### config.mk
export PLATFORM = sky130hd
export DESIGN_NAME = bia_ctrl
export DESIGN_NICKNAME = d
export VERILOG_FILES = /design/src/design/bia_pkg.sv /design/src/design/bia_ctrl.sv
export VERILOG_INCLUDE_DIRS = /design/src /design/src/design
export SDC_FILE = /design/constraint.sdc
export NUM_CORES = 1
export LEC_CHECK = 0
export ABC_AREA = 1
export BUFFER_PORTS_ARGS = -buffer_cell sky130_fd_sc_hd__buf_4
export CAP_MARGIN = 20
export CORE_AREA = 2 2 39 41
export CTS_CLUSTER_DIAMETER = 50
export CTS_CLUSTER_SIZE = 10
export DETAILED_ROUTE_END_ITERATION = 8
export DIE_AREA = 0 0 41 43
export SYNTH_ARGS = -nofsm -noshare
export SYNTH_HDL_FRONTEND = slang
export SYNTH_SLANG_ARGS = --single-unit
### constraint.sdc
create_clock -name i_clk -period 1.7 [get_ports i_clk]
set_input_delay 0.17 -clock i_clk [delete_from_list [all_inputs] [get_ports i_clk]]
set_output_delay 0.17 -clock i_clk [all_outputs]
set_load 0.01 [all_outputs]
### src/design/assert_macros.svh
// ----------------------------------------------------------------------------
// Assertion macros
// Shared concurrent assertion forms for the identifier allocator.
// ----------------------------------------------------------------------------
`ifndef ASSERT_MACROS_SVH
`define ASSERT_MACROS_SVH

// Checked on every rising edge while reset is released.
`define ASSERT_RST(lbl, clk, rst_n, prop, msg) \
    lbl: assert property (@(posedge clk) disable iff (!rst_n) prop) else $error(msg);

// Checked on every rising edge, reset included.
`define ASSERT_ALWAYS(lbl, clk, prop, msg) \
    lbl: assert property (@(posedge clk) prop) else $error(msg);

`endif

### src/design/bia_pkg.sv
// ----------------------------------------------------------------------------
// Identifier allocator package
// Sizes, codes and control types shared by the allocator modules.
// ----------------------------------------------------------------------------
package bia_pkg;

    localparam int BITMAP_WORDS = 64;
    localparam int WORD_BITS    = 64;
    localparam int BIT_W        = 6;
    localparam int ID_W         = 12;
    localparam int ACTIVE_WORDS = (BITMAP_WORDS < 64) ? BITMAP_WORDS : 64;
    localparam int WADDR_W      = (ACTIVE_WORDS > 1) ? $clog2(ACTIVE_WORDS) : 1;

    typedef enum logic {
        CMD_ALLOC = 1'b0,
        CMD_FREE  = 1'b1
    } t_command;

    typedef enum logic [1:0] {
        ST_OK      = 2'd0,
        ST_FULL    = 2'd1,
        ST_INVALID = 2'd2
    } t_status;

    typedef enum logic [1:0] {
        S_IDLE,
        S_LOOKUP,
        S_UPDATE,
        S_RESP
    } t_state;

    typedef struct packed {
        logic load;
        logic lookup;
        logic update;
    } t_ctrl_cmd;

    typedef struct packed {
        logic early;
    } t_dp_status;

endpackage

### src/design/bia_ctrl.sv
// ----------------------------------------------------------------------------
// Allocator controller
// Sequences accept, lookup, update and response for one transaction.
// ----------------------------------------------------------------------------
`include "assert_macros.svh"

module bia_ctrl (
    input  logic                 i_clk,
    input  logic                 i_rst_n,
    input  logic                 i_in_valid,
    output logic                 o_in_ready,
    output logic                 o_out_valid,
    input  logic                 i_out_ready,
    input  bia_pkg::t_dp_status  i_stat,
    output bia_pkg::t_ctrl_cmd   o_ctrl
);

    bia_pkg::t_state r_state;
    bia_pkg::t_state n_state;

    always_ff @(posedge i_clk) begin
        if (!i_rst_n) begin
            r_state <= bia_pkg::S_IDLE;
        end else begin
            r_state <= n_state;
        end
    end

    always_comb begin
        n_state     = r_state;
        o_in_ready  = 1'b0;
        o_out_valid = 1'b0;
        o_ctrl      = '0;
        unique case (r_state)
            bia_pkg::S_IDLE: begin
                o_in_ready  = 1'b1;
                o_ctrl.load = i_in_valid;
                if (i_in_valid) begin
                    n_state = bia_pkg::S_LOOKUP;
                end
            end
            bia_pkg::S_LOOKUP: begin
                o_ctrl.lookup = 1'b1;
                n_state = i_stat.early ? bia_pkg::S_RESP : bia_pkg::S_UPDATE;
            end
            bia_pkg::S_UPDATE: begin
                o_ctrl.update = 1'b1;
                n_state = bia_pkg::S_RESP;
            end
            bia_pkg::S_RESP: begin
                o_out_valid = 1'b1;
                if (i_out_ready) begin
                    n_state = bia_pkg::S_IDLE;
                end
            end
            default: begin
                n_state = bia_pkg::S_IDLE;
            end
        endcase
    end

    // Only one transaction is in flight, so both sides are never open together.
    `ASSERT_ALWAYS(a_one_in_flight, i_clk, (!(o_in_ready && o_out_valid)), "input and output open together")
    // A lookup always directly follows an accepted command.
    `ASSERT_RST(a_lookup_after_load, i_clk, i_rst_n, (o_ctrl.lookup |-> $past(o_ctrl.load)), "lookup without accepted command")

endmodule

==> results of run 1 <==
==> through the flow <==
step	cell area (um2)	power [mW]	hold slack, ps
after floorplan	198	0.322	326
after global placement	285	0.431	431
after detailed placement	285	0.442	431
after CTS	308	0.555	197
after global routing	308	0.587	211
final	308	0.538	200
==> per-layer routing <==
layer / share of wire (%) / wire [um] / vias up / track usage (%)
li1: - / - / 104 / -
met1: 38 / 149 / 82 / 4.14
met2: 53 / 207 / 5 / 7.19
met3: 8.2 / 32 / 0 / 4.71
met4: 0 / 0 / 0 / 4.00
met5: 0 / 0 / - / 0
==> synth_stat cells <==
| cell | number |
|---|---|
| inv_1 | 7 |
| nand2_1 | 7 |
| ha_1 | 4 |
| nand3_2 | 1 |
| a21oi_2 | 2 |
| nand3_1 | 2 |
| nand2_4 | 1 |
| dfxtp_1 | 2 |
| nand2_2 | 1 |
==> worst max-delay path: stages, from the launching register on <==
cell and delay [ps]:
dfxtp_1 370, inv_1 90, ha_1 250, nand2_1 70, inv_1 30, buf_4 130
==> kinds of logic after synthesis <==
family                     Yosys count  synth area share (%)
and+or+nand+nor                     12                  32.3
buffers and inverters                7                  13.3
adders and majority gates            4                  25.3
AOI/OAI and AO/OA                    2                  8.86
DFF                                  2                  20.3
==> power by group <==
| part | switching [mW] | leakage, nW | internal, mW |
|---|---|---|---|
| combinational | 0.175 | 0.153 | 0.161 |
| clock | 0.0262 | 0.0138 | 0.0778 |
| sequential | 0.0264 | 0.0165 | 0.0713 |
==> cell type report <==
type                            instances  share of cell area (%)
Clock buffer                            3                    7.32
Timing Repair Buffer                    9                    22.0
Multi-Input combinational cell         18                    42.7
Tap cell                               16                    6.50
Sequential cell                         2                    13.0
Inverter                                7                    8.54
==> worst paths after layout <==
check,slack [ps],cells after the start,to,startpoint
setup / recovery,360,5,o_ctrl[2],r_state[0]$_SDFFE_PN0P_
hold / removal,200,3,r_state[0]$_SDFFE_PN0P_,i_rst_n
setup reg to reg,560,5,r_state[0]$_SDFFE_PN0P_,r_state[0]$_SDFFE_PN0P_
hold reg to reg,520,2,r_state[0]$_SDFFE_PN0P_,r_state[0]$_SDFFE_PN0P_
==> flow_summary.html, run 1 <==
<table>
<tr><th>Metric</th><th>Value</th></tr>
<tr><th colspan="2">Logic synthesis</th></tr>
<tr><td>Most area-consuming cells after synthesis</td><td>ha_1, dfxtp_1, inv_1</td></tr>
<tr><td>Count of mapped cells out of synthesis</td><td>27</td></tr>
<tr><td>Largest area contributor in the netlist</td><td>ha_1</td></tr>
<tr><td>Post-synthesis instance area</td><td>about 200 um2</td></tr>
<tr><td>Total nets after synthesis</td><td>36</td></tr>
<tr><td>Fraction of post-synthesis cell area in the top cell type by area</td><td>25.3%</td></tr>
<tr><td>Flops &amp; latches, synth</td><td>2</td></tr>
<tr><td>Number of warning messages in the yosys log</td><td>0</td></tr>
<tr><td>Sequential share of the synthesized area</td><td>20.3%</td></tr>
<tr><td>Syn avg cell area</td><td>~7.3 um2</td></tr>
<tr><td>Distinct cell type count after synthesis</td><td>9</td></tr>
<tr><th colspan="2">GRT</th></tr>
<tr><td>Pin count of the biggest net entering global routing</td><td>6</td></tr>
<tr><td>Antenna violations before repair</td><td>0</td></tr>
<tr><td>Global route overflow</td><td>0</td></tr>
<tr><td>Wire length of the first global-routing pass</td><td>~560 um</td></tr>
<tr><td>Number of global-route vias before repair</td><td>between 150 and 200</td></tr>
<tr><td>Total routing resource utilization after global routing</td><td>slightly above 5%</td></tr>
<tr><th colspan="2">Timing</th></tr>
<tr><td>Final-report max-slew violation count</td><td>0</td></tr>
<tr><td>Worst slew pin tran</td><td>~160 ps</td></tr>
<tr><td>Crit share post-route</td><td>between 70% and 80%</td></tr>
<tr><td>Worst-case headroom to the max-slew limit</td><td>about nine tenths</td></tr>
<tr><td>Max Fclk</td><td>746 MHz</td></tr>
<tr><td>Period minus WS final</td><td>~1300 ps</td></tr>
<tr><td>Worst Setup Slack, final</td><td>around 360 ps</td></tr>
<tr><td>Final setup TNS</td><td>0 ps</td></tr>
<tr><td>Worst clock skew on the final layout</td><td>about 0.037 ps</td></tr>
<tr><td>Number of failing hold endpoints at the final stage</td><td>0</td></tr>
<tr><td>RSZ-0062 raised after global routing</td><td>no</td></tr>
<tr><td>Final count of negative-setup-slack endpoints</td><td>0</td></tr>
<tr><th colspan="2">Layout</th></tr>
<tr><td>Diodes inserted</td><td>0</td></tr>
<tr><td>Net count, final</td><td>50</td></tr>
<tr><td>Final standard cell count with taps included and fillers excluded</td><td>55</td></tr>
<tr><td>Share of final-layout standard cells stronger than drive strength 1</td><td>43.6%</td></tr>
<tr><td>Number of flip-flops in the largest register</td><td>2</td></tr>
<tr><td>Most frequent cells in the layout</td><td>buf_4, inv_1, nand2_1, ha_1, clkbuf_4</td></tr>
<tr><td>Utilization after layout</td><td>between 20 and 25%</td></tr>
<tr><td>Fillcell total</td><td>around 160</td></tr>
<tr><td>Commonest non-fill, non-tap cell in the layout</td><td>buf_4</td></tr>
<tr><td>Register with the most flip-flops</td><td>r_state</td></tr>
<tr><td>Biggest registers after layout</td><td>r_state: 2 flops</td></tr>
<tr><td>Area growth syn-to-layout</td><td>55.7%</td></tr>
<tr><td>Area occupied by registers</td><td>between 40 and 50 um2</td></tr>
<tr><td>Area used by multi-input combinational logic</td><td>about 130 um2</td></tr>
<tr><th colspan="2">Detailed routing</th></tr>
<tr><td>Final WL</td><td>389 um</td></tr>
<tr><td>Vias per inst</td><td>around 3.5</td></tr>
<tr><td>Number of search-and-repair iterations in the first detailed-routing pass</td><td>3</td></tr>
<tr><td>Post-route antenna net violation count</td><td>0</td></tr>
<tr><td>Routed wire length per instance</td><td>7.07 um</td></tr>
<tr><td>Iter 0 DRT Violations</td><td>3</td></tr>
<tr><td>Total via count in the routed design</td><td>191</td></tr>
<tr><td>Post-route DRC violation count</td><td>0</td></tr>
<tr><th colspan="2">Floorplanning</th></tr>
<tr><td>Die span in y</td><td>43 um</td></tr>
<tr><td>Horizontal die dimension</td><td>between 40 and 50 um</td></tr>
<tr><td>Std-Cell Rows</td><td>14</td></tr>
<tr><td>Effective utilization at floorplan</td><td>14.3%</td></tr>
<tr><td>Die area</td><td>roughly 1800 um2</td></tr>
<tr><td>CORE AREA</td><td>1380 um2</td></tr>
<tr><td>Top-level port count</td><td>10</td></tr>
<tr><th colspan="2">Outcome</th></tr>
<tr><td>Status</td><td>finished clean</td></tr>
<tr><th colspan="2">Worst setup path</th></tr>
<tr><td>Data required, critical path</td><td>about 1500 ps</td></tr>
<tr><td>Critical path type</td><td>flip-flop to output port</td></tr>
<tr><td>Critical path launch point type</td><td>flip-flop</td></tr>
<tr><td>Kind of end point of the critical path</td><td>output port</td></tr>
<tr><td>Maximum net fanout on the critical path</td><td>4</td></tr>
<tr><td>Crit path arrival time</td><td>1170 ps</td></tr>
<tr><th colspan="2">Placed design</th></tr>
<tr><td>Final HPWL from detailed placement</td><td>316 um</td></tr>
<tr><td>Worst-case setup slack after placement</td><td>560 ps</td></tr>
<tr><td>Number of placed instances, taps included</td><td>52</td></tr>
<tr><td>Port Buffers</td><td>9</td></tr>
<tr><td>Final RePlAce weighted congestion</td><td>~0.63</td></tr>
<tr><th colspan="2">Clock network</th></tr>
<tr><td>Number of cells upsized or downsized after cts</td><td>0</td></tr>
<tr><td>Number of buffers inserted during clock tree synthesis</td><td>3</td></tr>
<tr><td>Clock tree from TritonCTS</td><td>built</td></tr>
<tr><td>Master cell of the clock root buffer</td><td>clkbuf_4</td></tr>
<tr><td>Clock transition at the registers of the reported paths</td><td>approximately 30 ps</td></tr>
<tr><td>Clock Sinks</td><td>2</td></tr>
<tr><td>Hold Buf Count CTS</td><td>0</td></tr>
<tr><td>Number of buffers inserted to repair setup after CTS</td><td>0</td></tr>
<tr><td>H-tree levels</td><td>1</td></tr>
<tr><td>Clock latency at the later pin of the worst-skew pair</td><td>about 220 ps</td></tr>
<tr><td>Clk buf depth</td><td>2</td></tr>
<tr><th colspan="2">Power</th></tr>
<tr><td>IR Drop Worst-Case VDD</td><td>around 0.38 mV</td></tr>
<tr><td>Reported leakage power</td><td>between 0.15 and 0.2 nW</td></tr>
<tr><td>Total power per unit cell area</td><td>between 1500 and 2000 nW/um2</td></tr>
<tr><th colspan="2">Worst hold path</th></tr>
<tr><td>Classification of the worst-slack hold path</td><td>primary input to flip-flop</td></tr>
<tr><th colspan="2">Run</th></tr>
<tr><td>Max Cap Violations</td><td>0</td></tr>
</table>
Power figures use the tool's default switching activity.
==> run 2: changes to the inputs <==
==> constraint.sdc (replaced) <==
create_clock -name i_clk -period 1.4 [get_ports i_clk]
set_input_delay 0.14 -clock i_clk [delete_from_list [all_inputs] [get_ports i_clk]]
set_output_delay 0.14 -clock i_clk [all_outputs]
set_load 0.01 [all_outputs]
==> flow_summary.html, run 2 (same netlist as run 1, synthesis figures left out) <==
<table>
<tr><th>Metric</th><th>Value</th></tr>
<tr><th colspan="2">Outcome</th></tr>
<tr><td>Status</td><td>finished clean (unchanged)</td></tr>
<tr><th colspan="2">GRT</th></tr>
<tr><td>Pin count of the biggest net entering global routing</td><td>6 (unchanged)</td></tr>
<tr><td>Global route overflow</td><td>0 (unchanged)</td></tr>
<tr><td>Number of global-route vias before repair</td><td>171 (was 179)</td></tr>
<tr><td>Total routing resource utilization after global routing</td><td>4.80% (was 5.11%)</td></tr>
<tr><td>Antenna violations before repair</td><td>0 (unchanged)</td></tr>
<tr><td>Wire length of the first global-routing pass</td><td>545 um (was 558 um)</td></tr>
<tr><th colspan="2">Layout</th></tr>
<tr><td>Most frequent cells in the layout</td><td>buf_4, inv_1, nand2_1, ha_1, clkbuf_4 (unchanged)</td></tr>
<tr><td>Final standard cell count with taps included and fillers excluded</td><td>55 (unchanged)</td></tr>
<tr><td>Register with the most flip-flops</td><td>r_state (unchanged)</td></tr>
<tr><td>Biggest registers after layout</td><td>r_state: 2 flops (unchanged)</td></tr>
<tr><td>Share of final-layout standard cells stronger than drive strength 1</td><td>43.6% (unchanged)</td></tr>
<tr><td>Commonest non-fill, non-tap cell in the layout</td><td>buf_4 (unchanged)</td></tr>
<tr><td>Net count, final</td><td>50 (unchanged)</td></tr>
<tr><td>Number of flip-flops in the largest register</td><td>2 (unchanged)</td></tr>
<tr><td>Area growth syn-to-layout</td><td>55.7% (unchanged)</td></tr>
<tr><td>Diodes inserted</td><td>0 (unchanged)</td></tr>
<tr><td>Fillcell total</td><td>172 (was 164)</td></tr>
<tr><td>Utilization after layout</td><td>22.2% (unchanged)</td></tr>
<tr><th colspan="2">Clock network</th></tr>
<tr><td>Master cell of the clock root buffer</td><td>clkbuf_4 (unchanged)</td></tr>
<tr><td>Clock latency at the later pin of the worst-skew pair</td><td>220 ps (about the same)</td></tr>
<tr><td>Clock Sinks</td><td>2 (unchanged)</td></tr>
<tr><td>Number of buffers inserted to repair setup after CTS</td><td>0 (unchanged)</td></tr>
<tr><td>Clk buf depth</td><td>2 (unchanged)</td></tr>
<tr><td>Clock transition at the registers of the reported paths</td><td>30 ps (about the same)</td></tr>
<tr><td>Number of buffers inserted during clock tree synthesis</td><td>3 (unchanged)</td></tr>
<tr><td>Clock tree from TritonCTS</td><td>built (unchanged)</td></tr>
<tr><td>H-tree levels</td><td>1 (unchanged)</td></tr>
<tr><td>Hold Buf Count CTS</td><td>0 (unchanged)</td></tr>
<tr><td>Number of cells upsized or downsized after cts</td><td>0 (unchanged)</td></tr>
<tr><th colspan="2">Placed design</th></tr>
<tr><td>Port Buffers</td><td>9 (unchanged)</td></tr>
<tr><td>Final HPWL from detailed placement</td><td>320 um (was 316 um)</td></tr>
<tr><td>Worst-case setup slack after placement</td><td>260 ps (was 560 ps)</td></tr>
<tr><td>Number of placed instances, taps included</td><td>52 (unchanged)</td></tr>
<tr><td>Final RePlAce weighted congestion</td><td>0.609 (was 0.629)</td></tr>
<tr><th colspan="2">Floorplanning</th></tr>
<tr><td>Die area</td><td>1760 um2 (unchanged)</td></tr>
<tr><td>Effective utilization at floorplan</td><td>14.3% (unchanged)</td></tr>
<tr><td>Std-Cell Rows</td><td>14 (unchanged)</td></tr>
<tr><td>Die span in y</td><td>43 um (unchanged)</td></tr>
<tr><td>Horizontal die dimension</td><td>41 um (unchanged)</td></tr>
<tr><td>CORE AREA</td><td>1380 um2 (unchanged)</td></tr>
<tr><td>Top-level port count</td><td>10 (unchanged)</td></tr>
<tr><th colspan="2">Worst setup path</th></tr>
<tr><td>Critical path launch point type</td><td>flip-flop (unchanged)</td></tr>
<tr><td>Largest stage delay, worst path</td><td>360 ps (was 370 ps)</td></tr>
<tr><td>Path depth of the worst reg2reg path</td><td>5 (unchanged)</td></tr>
<tr><td>R2R setup slack</td><td>270 ps (was 560 ps)</td></tr>
<tr><td>Dominant delay contributor by cell family on the critical path</td><td>flip-flops (unchanged)</td></tr>
<tr><td>Kind of end point of the critical path</td><td>output port (unchanged)</td></tr>
<tr><td>Standard cell with the maximum stage delay on the critical path</td><td>dfxtp_1 (unchanged)</td></tr>
<tr><td>Buffer and inverter count on the worst path</td><td>3 (unchanged)</td></tr>
<tr><td>Ordered list of cells on the worst path</td><td>inv_1 -&gt; ha_1 -&gt; nand2_1 -&gt; inv_1 -&gt; buf_4 (unchanged)</td></tr>
<tr><td>Reg-to-reg endpoint</td><td>r_state[1]$_SDFFE_PN0P_ (was r_state[0]$_SDFFE_PN0P_)</td></tr>
<tr><td>Crit path arrival time</td><td>1160 ps (was 1170 ps)</td></tr>
<tr><td>Critical Path Most Common Cell</td><td>inv_1 (unchanged)</td></tr>
<tr><td>Maximum net fanout on the critical path</td><td>4 (unchanged)</td></tr>
<tr><td>Data required, critical path</td><td>1260 ps (was 1530 ps)</td></tr>
<tr><td>Critical path type</td><td>flip-flop to output port (unchanged)</td></tr>
<tr><td>RR Startpoint</td><td>r_state[0]$_SDFFE_PN0P_ (unchanged)</td></tr>
<tr><th colspan="2">Worst hold path</th></tr>
<tr><td>Hold Path Origin</td><td>i_rst_n (unchanged)</td></tr>
<tr><td>Number of cells on the worst hold path</td><td>3 (unchanged)</td></tr>
<tr><td>Classification of the worst-slack hold path</td><td>primary input to flip-flop (unchanged)</td></tr>
<tr><td>Worst hold path endpoint</td><td>r_state[0]$_SDFFE_PN0P_ (unchanged)</td></tr>
<tr><th colspan="2">Detailed routing</th></tr>
<tr><td>Total via count in the routed design</td><td>185 (was 191)</td></tr>
<tr><td>Post-route DRC violation count</td><td>0 (unchanged)</td></tr>
<tr><td>Final WL</td><td>382 um (was 389 um)</td></tr>
<tr><td>Number of search-and-repair iterations in the first detailed-routing pass</td><td>1 (was 3)</td></tr>
<tr><td>Post-route antenna net violation count</td><td>0 (unchanged)</td></tr>
<tr><td>Iter 0 DRT Violations</td><td>0 (was 3)</td></tr>
<tr><td>Vias per inst</td><td>3.36 (was 3.47)</td></tr>
<tr><td>Routed wire length per instance</td><td>6.95 um (was 7.07 um)</td></tr>
<tr><th colspan="2">Timing</th></tr>
<tr><td>Final setup TNS</td><td>0 ps (unchanged)</td></tr>
<tr><td>Number of failing hold endpoints at the final stage</td><td>0 (unchanged)</td></tr>
<tr><td>Worst-case headroom to the max-slew limit</td><td>88.9% (was 89.2%)</td></tr>
<tr><td>Final-report max-slew violation count</td><td>0 (unchanged)</td></tr>
<tr><td>Period minus WS final</td><td>~1300 ps</td></tr>
<tr><td>Worst Setup Slack, final</td><td>97.6 ps (was 359 ps)</td></tr>
<tr><td>Worst clock skew on the final layout</td><td>0.267 ps (was 0.0373 ps)</td></tr>
<tr><td>Final count of negative-setup-slack endpoints</td><td>0 (unchanged)</td></tr>
<tr><td>Crit share post-route</td><td>93.0%</td></tr>
<tr><td>RSZ-0062 raised after global routing</td><td>no (unchanged)</td></tr>
<tr><td>Worst slew pin tran</td><td>167 ps (was 162 ps)</td></tr>
<tr><td>Max Fclk</td><td>768 MHz</td></tr>
<tr><th colspan="2">Power</th></tr>
<tr><td>Sequential share of power</td><td>18.2% (about the same)</td></tr>
<tr><td>Total power per unit cell area</td><td>2120 nW/um2 (was 1750 nW/um2)</td></tr>
<tr><td>IR Drop Worst-Case VDD</td><td>0.498 mV (was 0.376 mV)</td></tr>
<tr><td>Clock power share</td><td>19.4% (was 19.3%)</td></tr>
<tr><td>Reported leakage power</td><td>0.184 nW (unchanged)</td></tr>
<tr><td>Share of total power consumed by net switching</td><td>42.2% (was 42.3%)</td></tr>
<tr><td>Internal power component</td><td>0.377 mW (was 0.310 mW)</td></tr>
<tr><td>Sw power</td><td>0.275 mW (was 0.228 mW)</td></tr>
<tr><td>Part of the total power dissipated in combinational logic</td><td>62.5% (about the same)</td></tr>
<tr><th colspan="2">Run</th></tr>
<tr><td>Max Cap Violations</td><td>0 (unchanged)</td></tr>
</table>
## run 2: cell type report
cell class | count | area [um2] | area share, %
Multi-Input combinational cell | 18 | 131 | 42.7
Timing Repair Buffer | 9 | 67.6 | 22.0
Sequential cell | 2 | 40.0 | 13.0
Inverter | 7 | 26.3 | 8.54
Clock buffer | 3 | 22.5 | 7.32
Tap cell | 16 | 20.0 | 6.50
## run 2: metrics by stage
stage / instance area, um2 / hold slack, ps / power, mW
floorplan: 198 / 296 / 0.391
CTS: 308 / 171 / 0.672
finish: 308 / 175 / 0.653
global placement: 285 / 399 / 0.528
detailed placement: 285 / 406 / 0.535
global route: 308 / 198 / 0.716
## run 2: worst max-delay path by stage
stage / start / end / slack [ps] / cells past startpoint
2_1_floorplan: r_state[0]$_SDFFE_PN0P_ / r_state[0]$_SDFFE_PN0P_ / 310 / 6
3_3_place_gp: r_state[1]$_SDFFE_PN0P_ / r_state[0]$_SDFFE_PN0P_ / 280 / 6
3_5_place_dp: r_state[0]$_SDFFE_PN0P_ / r_state[0]$_SDFFE_PN0P_ / 260 / 5
4_1_cts: r_state[0]$_SDFFE_PN0P_ / o_ctrl[2] / 70 / 5
5_1_grt: r_state[0]$_SDFFE_PN0P_ / o_ctrl[2] / 20 / 5
6_report: r_state[0]$_SDFFE_PN0P_ / o_ctrl[2] / 100 / 5
## run 2: tightest hold or removal path, delay by kind of cell
family                 cells  cell delay [ps]
buffers and inverters      2              120
AO/OA/AOI/OAI              1               90
## run 2: power groups by stage
stage	logic (mW)	clock network [mW]	registers [mW]
after detailed placement	0.416	0	0.120
final	0.408	0.126	0.119
after CTS	0.417	0.136	0.119
after global routing	0.459	0.135	0.122
after floorplan	0.278	0	0.113
after global placement	0.411	0	0.117
## run 2: metal layers
layer / up-vias / wire length [um] / global-route usage [%]
li1: 105 / - / -
met1: 75 / 167 / 4.46
met2: 5 / 190 / 6.88
met3: 0 / 24 / 3.14
met4: 0 / 0 / 4.00
met5: - / 0 / 0
